<file path="src/rtl/pbsc_pkg.sv">
`timescale 1ns / 1ps
// ----------------------------------------------------------------------------
// pbsc_pkg
// Shared types, constants and character helpers of the PEM block sequence
// checker.
// ----------------------------------------------------------------------------
package pbsc_pkg;

   localparam int MAX_LENGTH_DEFAULT = 65536;

   localparam int DATA_W   = 8;
   localparam int COUNT_W  = 4;
   localparam int MAXB_W   = 17;
   localparam int STATUS_W = 2;
   localparam int CSR_IDX_W = 1;
   localparam int CSR_DATA_W = MAXB_W;

   localparam int BEGIN_LEN = 26;
   localparam int END_LEN   = 24;
   localparam int BIDX_W    = 5;

   localparam logic [8*BEGIN_LEN-1:0] BEGIN_TEXT = "-----BEGIN PUBLIC KEY-----";
   localparam logic [8*END_LEN-1:0]   END_TEXT   = "-----END PUBLIC KEY-----";

   localparam logic [COUNT_W-1:0] BLOCK_COUNT_RST = 4'd2;
   localparam logic [MAXB_W-1:0]  MAX_BYTES_RST   = 17'd65536;
   localparam logic [COUNT_W-1:0] BLOCKS_SAT      = 4'd15;

   localparam logic [CSR_IDX_W-1:0] CSR_BLOCK_COUNT = 1'b0;
   localparam logic [CSR_IDX_W-1:0] CSR_MAX_BYTES   = 1'b1;

   localparam logic [STATUS_W-1:0] STATUS_OK       = 2'd0;
   localparam logic [STATUS_W-1:0] STATUS_BAD      = 2'd1;
   localparam logic [STATUS_W-1:0] STATUS_TOO_LONG = 2'd2;

   localparam logic [DATA_W-1:0] CHAR_SPACE = 8'h20;
   localparam logic [DATA_W-1:0] CHAR_TAB   = 8'h09;
   localparam logic [DATA_W-1:0] CHAR_CR    = 8'h0D;
   localparam logic [DATA_W-1:0] CHAR_LF    = 8'h0A;

   typedef enum logic [4:0] {
      PH_LEAD  = 5'b00001,
      PH_BEGIN = 5'b00010,
      PH_BODY  = 5'b00100,
      PH_AFTER = 5'b01000,
      PH_FAIL  = 5'b10000
   } phase_type;

   // per-byte control fanned out to every matcher cell
   typedef struct packed {
      logic step;
      logic flush;
   } cell_ctl_type;

   function automatic logic [DATA_W-1:0] end_char(input int idx);
      logic [DATA_W-1:0] ch;
      ch = END_TEXT[8*(END_LEN-1-idx) +: 8];
      return ch;
   endfunction

   function automatic logic [DATA_W-1:0] begin_char(input logic [BIDX_W-1:0] idx);
      logic [DATA_W-1:0] ch;
      ch = '0;
      for (int k = 0; k < BEGIN_LEN; k++) begin
         if (idx == BIDX_W'(k)) begin
            ch = BEGIN_TEXT[8*(BEGIN_LEN-1-k) +: 8];
         end
      end
      return ch;
   endfunction

   function automatic logic is_space(input logic [DATA_W-1:0] c);
      return c inside {CHAR_SPACE, CHAR_TAB, CHAR_CR, CHAR_LF};
   endfunction

endpackage

</file>
<file path="src/rtl/pbsc_out_queue.sv">
`timescale 1ns / 1ps
// ----------------------------------------------------------------------------
// pbsc_out_queue
// Two-entry status queue between the checker core and the result channel.
// ----------------------------------------------------------------------------
module pbsc_out_queue
   import pbsc_pkg::*;
(
   input  logic                clock,
   input  logic                reset,
   input  logic                push,
   input  logic [STATUS_W-1:0] push_status,
   input  logic                pop,
   output logic                out_valid,
   output logic [STATUS_W-1:0] out_status,
   output logic                full
);

   logic [STATUS_W-1:0] entry_ff [2];
   logic                wr_ptr_ff, wr_ptr_in;
   logic                rd_ptr_ff, rd_ptr_in;
   logic [1:0]          fill_ff, fill_in;
   logic                do_pop;

   assign out_valid  = (fill_ff != 2'd0);
   assign out_status = entry_ff[rd_ptr_ff];
   assign full       = (fill_ff == 2'd2);
   assign do_pop     = pop && out_valid;

   always_comb begin
      wr_ptr_in = push ? !wr_ptr_ff : wr_ptr_ff;
      rd_ptr_in = do_pop ? !rd_ptr_ff : rd_ptr_ff;
      fill_in   = fill_ff + 2'(push) - 2'(do_pop);
   end

   always_ff @(posedge clock) begin
      if (reset) begin
         wr_ptr_ff <= 1'b0;
         rd_ptr_ff <= 1'b0;
         fill_ff   <= 2'd0;
      end else begin
         wr_ptr_ff <= wr_ptr_in;
         rd_ptr_ff <= rd_ptr_in;
         fill_ff   <= fill_in;
      end
   end

   always_ff @(posedge clock) begin
      if (push) begin
         entry_ff[wr_ptr_ff] <= push_status;
      end
   end

endmodule

</file>
<file path="config.mk">
export PLATFORM = sky130hd
export DESIGN_NAME = pbsc_out_queue
export DESIGN_NICKNAME = d
export VERILOG_FILES = /design/src/rtl/pbsc_pkg.sv /design/src/rtl/pbsc_out_queue.sv
export SDC_FILE = /design/constraint.sdc
export NUM_CORES = 1
export LEC_CHECK = 0
export BUFFER_PORTS_ARGS = -buffer_cell sky130_fd_sc_hd__buf_2
export CORE_AREA = 2 2 39 41
export DETAILED_ROUTE_END_ITERATION = 10
export DIE_AREA = 0 0 41 43
export SLEW_MARGIN = 30
export SYNTH_ARGS = -nofsm -noshare
export SYNTH_HDL_FRONTEND = slang
export SYNTH_SLANG_ARGS = --single-unit
</file>
<file path="constraint.sdc">
create_clock -name clock -period 3 [get_ports clock]
set_input_delay 0.6 -clock clock [delete_from_list [all_inputs] [get_ports clock]]
set_output_delay 0.6 -clock clock [all_outputs]
set_load 0.02 [all_outputs]
</file>
==> After elaboration in Yosys (flattened, before gate mapping) <==
Memory sizes are Yosys's and may differ from the RTL's. A register that Yosys moved wholly into a read port is not among the register bits.
Cells that the tools add are included.
{ "op_classes": {"n_addsub": 2, "n_reduce_logical": 4, "n_eq_ne": 1, "muxes": 4} }
{ "ops": {"columns": ["cell", "n"], "rows": [
  ["2-to-1 mux 1 bit", 4],
  ["adder 2 x 1 -> 2 bit", 1],
  ["equality test 2 bit, second input constant", 1],
  ["zero test 1 bit", 2],
  ["nonzero test 2 bit", 1],
  ["subtractor 2 x 1 -> 2 bit", 1],
  ["logical AND 1 bit", 1]
]} }
{ "word_totals": {"output_inout_bits": 4, "ramBits": 4, "word_cells": 15, "input_bits": 6, "reg_bits": 4, "memories": 1} }
{ "memory_table": {"columns": ["memory", "words", "width", "read_ports", "rd_clocked_by_memory_dff", "wr", "line", "text"], "rows": [
  ["entry_ff", 2, 2, 1, 1, 1, "pbsc_out_queue.sv:19", "logic [STATUS_W-1:0] entry_ff [2];"]
]} }

==> Logic depth before layout (Yosys ltp) <==
{ "logic_depth": {"ltp_word": 4, "depth_mapped": 6, "mapped_depth_nobuf": 6} }

==> Worst setup path after synthesis <==
OpenSTA, ideal clock, no wires.
{ "synth_timing": {"path_kind": "input port to flip-flop", "from": "in pop", "to": "reg fill_ff[1]", "cell_stages": 6, "arrival_time_ns": 1.406, "n_path_buf": 0, "slack_ns": 1.484, "setup_ns": 0.110, "required_time_ns": 2.890, "path_cell_list": "o21a_2 > ha_1 > inv_1 > ha_1 > xnor3_1 > nor2_1"} }
{ "synth_via": {"elab_chain_cells": 2} }
{ "synth_rtl": {"columns": ["element", "line", "text"], "rows": [
  ["start, declared", "pbsc_out_queue.sv:13", "input logic pop,"],
  ["logical AND 1 bit", "pbsc_out_queue.sv:28", "assign do_pop = pop && out_valid;"],
  ["subtractor 2 x 1 -> 2 bit", "pbsc_out_queue.sv:33", "fill_in = fill_ff + 2'(push) - 2'(do_pop);"],
  ["end signal, assigned", "pbsc_out_queue.sv:44", "fill_ff <= fill_in;"],
  ["end, declared", "pbsc_out_queue.sv:22", "logic [1:0] fill_ff, fill_in;"]
]} }
No other way between the ends.
A chain may end at the register's enable or synchronous reset.

==> flow_results.org <==
** GRT
- The initial antenna violation count is 0.
- Number of global-route vias before repair :: 234
- Global routing used 8.10% of the available tracks across all layers.
- Gr ovfl total :: 0
- Maximum number of pins on one net before global-route repair :: 6
- The first global-routing pass estimated 897 um of wire.

** Floorplan
- During I/O placement, the number of pins put on the boundary was 10.
- Die outline height :: 43 um
- Starting Density :: 28.5%
- The core region is 0.00138 mm2.
- The die covers 0.00176 mm2.
- Standard-cell rows :: 14
- The die is 41 um wide.

** STA
- At the pin with the least slew margin, the transition time is 0.186 ns.
- Largest clock skew in the final design :: 0.00738 ns
- Final setup violating endpoints :: 0
- Setup repair after global routing left no endpoint under its margin.
- The final count of pins violating max slew is 0.
- Remaining max-slew budget at the tightest pin :: 87.6%
- Fin crit share :: 56.1%
- Final Hold Fails :: 0
- Based on the critical path, the design can be clocked at up to 0.594 GHz.
- Subtracting the final worst setup slack from the clock period gives 1.68 ns.
- Setup ws final :: 1.32 ns
- Final-layout worst hold slack :: 0.546 ns
- Total negative slack :: 0 ns

** Cells and area
- At the end of the flow, the number of nets in the layout was 51.
- Commonest non-fill, non-tap cells in the layout :: 9 x buf_2, 5 x dfxtp_1, 4 x nor2b_1, 4 x edfxtp_1
- The library cell used most frequently in the layout, excluding fill and tap cells, is buf_2.
- The area growth from synthesis to layout is 23.2%.
- In the final layout, the share of cells above drive strength 1 is 35.7%.
- Final cell count without fillers :: 58
- 0 antenna diodes ended up in the layout.

** Status
- Run status :: complete, no violations

** Routing
- The final layout contains routed wiring with a total length of 537 um.
- Final antenna-violating net count :: 0
- Dividing the detail-routed wire length by the instance count gives 9.26 um.
- Initial DRT Pass Iterations :: 2
- The routed layout has 231 vias.
- 1st-iter DRT viols :: 5
- DR vias/cell :: 3.98
- For this run, design rule violations remaining after detail routing come to 0.

** Setup path
- Worst Setup End Kind :: output port
- The worst register-to-register path has a depth of 6.
- Data arrives at the worst endpoint at 1.08 ns.
- Start-to-end type of the worst setup path :: reg -> out
- CP Data Required Time :: 2.40 ns
- Element type at the critical path start :: flip-flop
- Maximum fanout count along the critical path :: 2

** Clock network
- Number of buffers added for setup after CTS :: 0
- Number of hold buffers added after cts :: 0
- Clock root buffer :: clkbuf_4
- Insertion delay to the later sink of the worst-skew pair :: 0.25 ns
- TritonCTS built the clock tree.
- The tree built by TritonCTS fans out to 9 sinks.
- In this run the number of H-tree levels came out at 1.
- Clock-pin slew was measured on the worst setup and hold paths at 0.06 ns.
- CTS-repair resized insts :: 0
- Worst-case clock buffer depth :: 2
- Clock tree synthesis inserted a total of 3 buffers.

** Place
- Input and output buffers added on the ports amount to 9.
- The congestion estimate from routability-driven global placement came to 0.603.
- Pre-CTS setup slack :: 1.34 ns
- After detailed placement, the design holds a cell count of 54.

** Power and ir drop
- In this run, the combinational gates consume 39.3% of the power.
- Net switching power figure :: 0.129 mW
- In this run switching power makes up 29.9% of total power.
- P_int :: 0.302 mW
- Power per Cell Area :: 887 mW/mm2
- Peak ir drop on the vdd network :: 359 uV
- In this run the static leakage power is 0.217 nW.
- Part of the power in the clock network :: 20.5%
- Part of the power in registers :: 40.2%

** Worst hold path
- Hold-critical path depth :: 1
- The path class of the tightest hold or removal check is in -> reg.

** Synthesis
- Library cell occupying the most area in the post-synthesis netlist :: edfxtp_1
- Fraction of post-synthesis cell area in the top cell type by area :: 30.5%
- The netlist uses 13 different library cells.
- For this run, the number of Yosys warnings is 0.
- After synthesis, the mean cell area works out to 13.6 um2.
- Counting every net in the synthesized netlist gives 37.
- Register area share after synthesis :: 55.9%
- Summing every instance area after synthesis gives 394 um2.
- The synthesized design contains 9 register bits.
- Yosys attributes the largest share of cell area to edfxtp_1 30%, dfxtp_1 25%, mux2_4 7.6%.
- Syn Inst Count :: 29

** Flow run
- Max-cap violations in this run came to 0.
## kinds of logic after synthesis
| family | Yosys count | share of synthesized area (%) |
|---|---|---|
| adder cells (fa/ha/maj) | 2 | 6.35 |
| XOR/XNOR | 2 | 7.94 |
| AND/OR/NAND/NOR | 9 | 12.4 |
| flip-flops | 9 | 55.9 |
| AO/OA/AOI/OAI | 1 | 2.22 |
| buffers and inverters | 2 | 1.91 |
| multiplexers | 4 | 13.3 |
## worst max-delay path: stages, from the launching register on
cell and delay (ns):
dfxtp_1 0.35, mux2_1 0.32, buf_2 0.16
## synthesized netlist by cell type
| cell type | number |
|---|---|
| dfxtp_1 | 5 |
| edfxtp_1 | 4 |
| nor2b_1 | 4 |
| nor2_1 | 3 |
| ha_1 | 2 |
| inv_1 | 2 |
| mux2_1 | 2 |
| mux2_4 | 2 |
| and2_1 | 1 |
| o21a_2 | 1 |
| or2_1 | 1 |
| xnor2_1 | 1 |
| xnor3_1 | 1 |
## final timing paths
kind                       start             end  slack [ns]
setup reg to reg      fill_ff[1]      fill_ff[1]        1.62
hold reg to reg        wr_ptr_ff       wr_ptr_ff        0.55
setup / recovery       flip-flop   out_status[0]        1.32
hold / removal    push_status[1]  entry_ff[1][1]        0.55
## through the flow
stage               utilization, %  power, mW  cell area (um2)
finish                        35.1      0.431              485
global route                  35.1      0.466              485
CTS                           35.1      0.439              485
detailed placement            33.2      0.348              459
global placement              33.2      0.345              459
floorplan                        -      0.309              394
## metal layers
| metal | global-route usage (%) | vias to the layer above | routed length [um] |
|---|---|---|---|
| li1 | - | 122 | - |
| met1 | 9.24 | 102 | 240 |
| met2 | 10.6 | 7 | 256 |
| met3 | 4.71 | 0 | 39 |
| met4 | 6.00 | 0 | 0 |
| met5 | 0 | - | 0 |
## final cells by class
type	instances	area (um2)
Clock buffer	4	26.3
Timing Repair Buffer	9	45.0
Sequential cell	9	220
Multi-Input combinational cell	18	166
Inverter	2	7.51
Tap cell	16	20.0
Fill cell	136	898
## power groups by stage
| stage | Sequential (mW) | Combinational (mW) | Clock, mW |
|---|---|---|---|
| final | 0.173 | 0.169 | 0.0883 |
| after global routing | 0.177 | 0.187 | 0.102 |
| after CTS | 0.174 | 0.172 | 0.0925 |
| after detailed placement | 0.176 | 0.172 | 0 |
| after global placement | 0.176 | 0.169 | 0 |
| after floorplan | 0.171 | 0.138 | 0 |
Note: power is estimated with default switching activity, not from simulation.
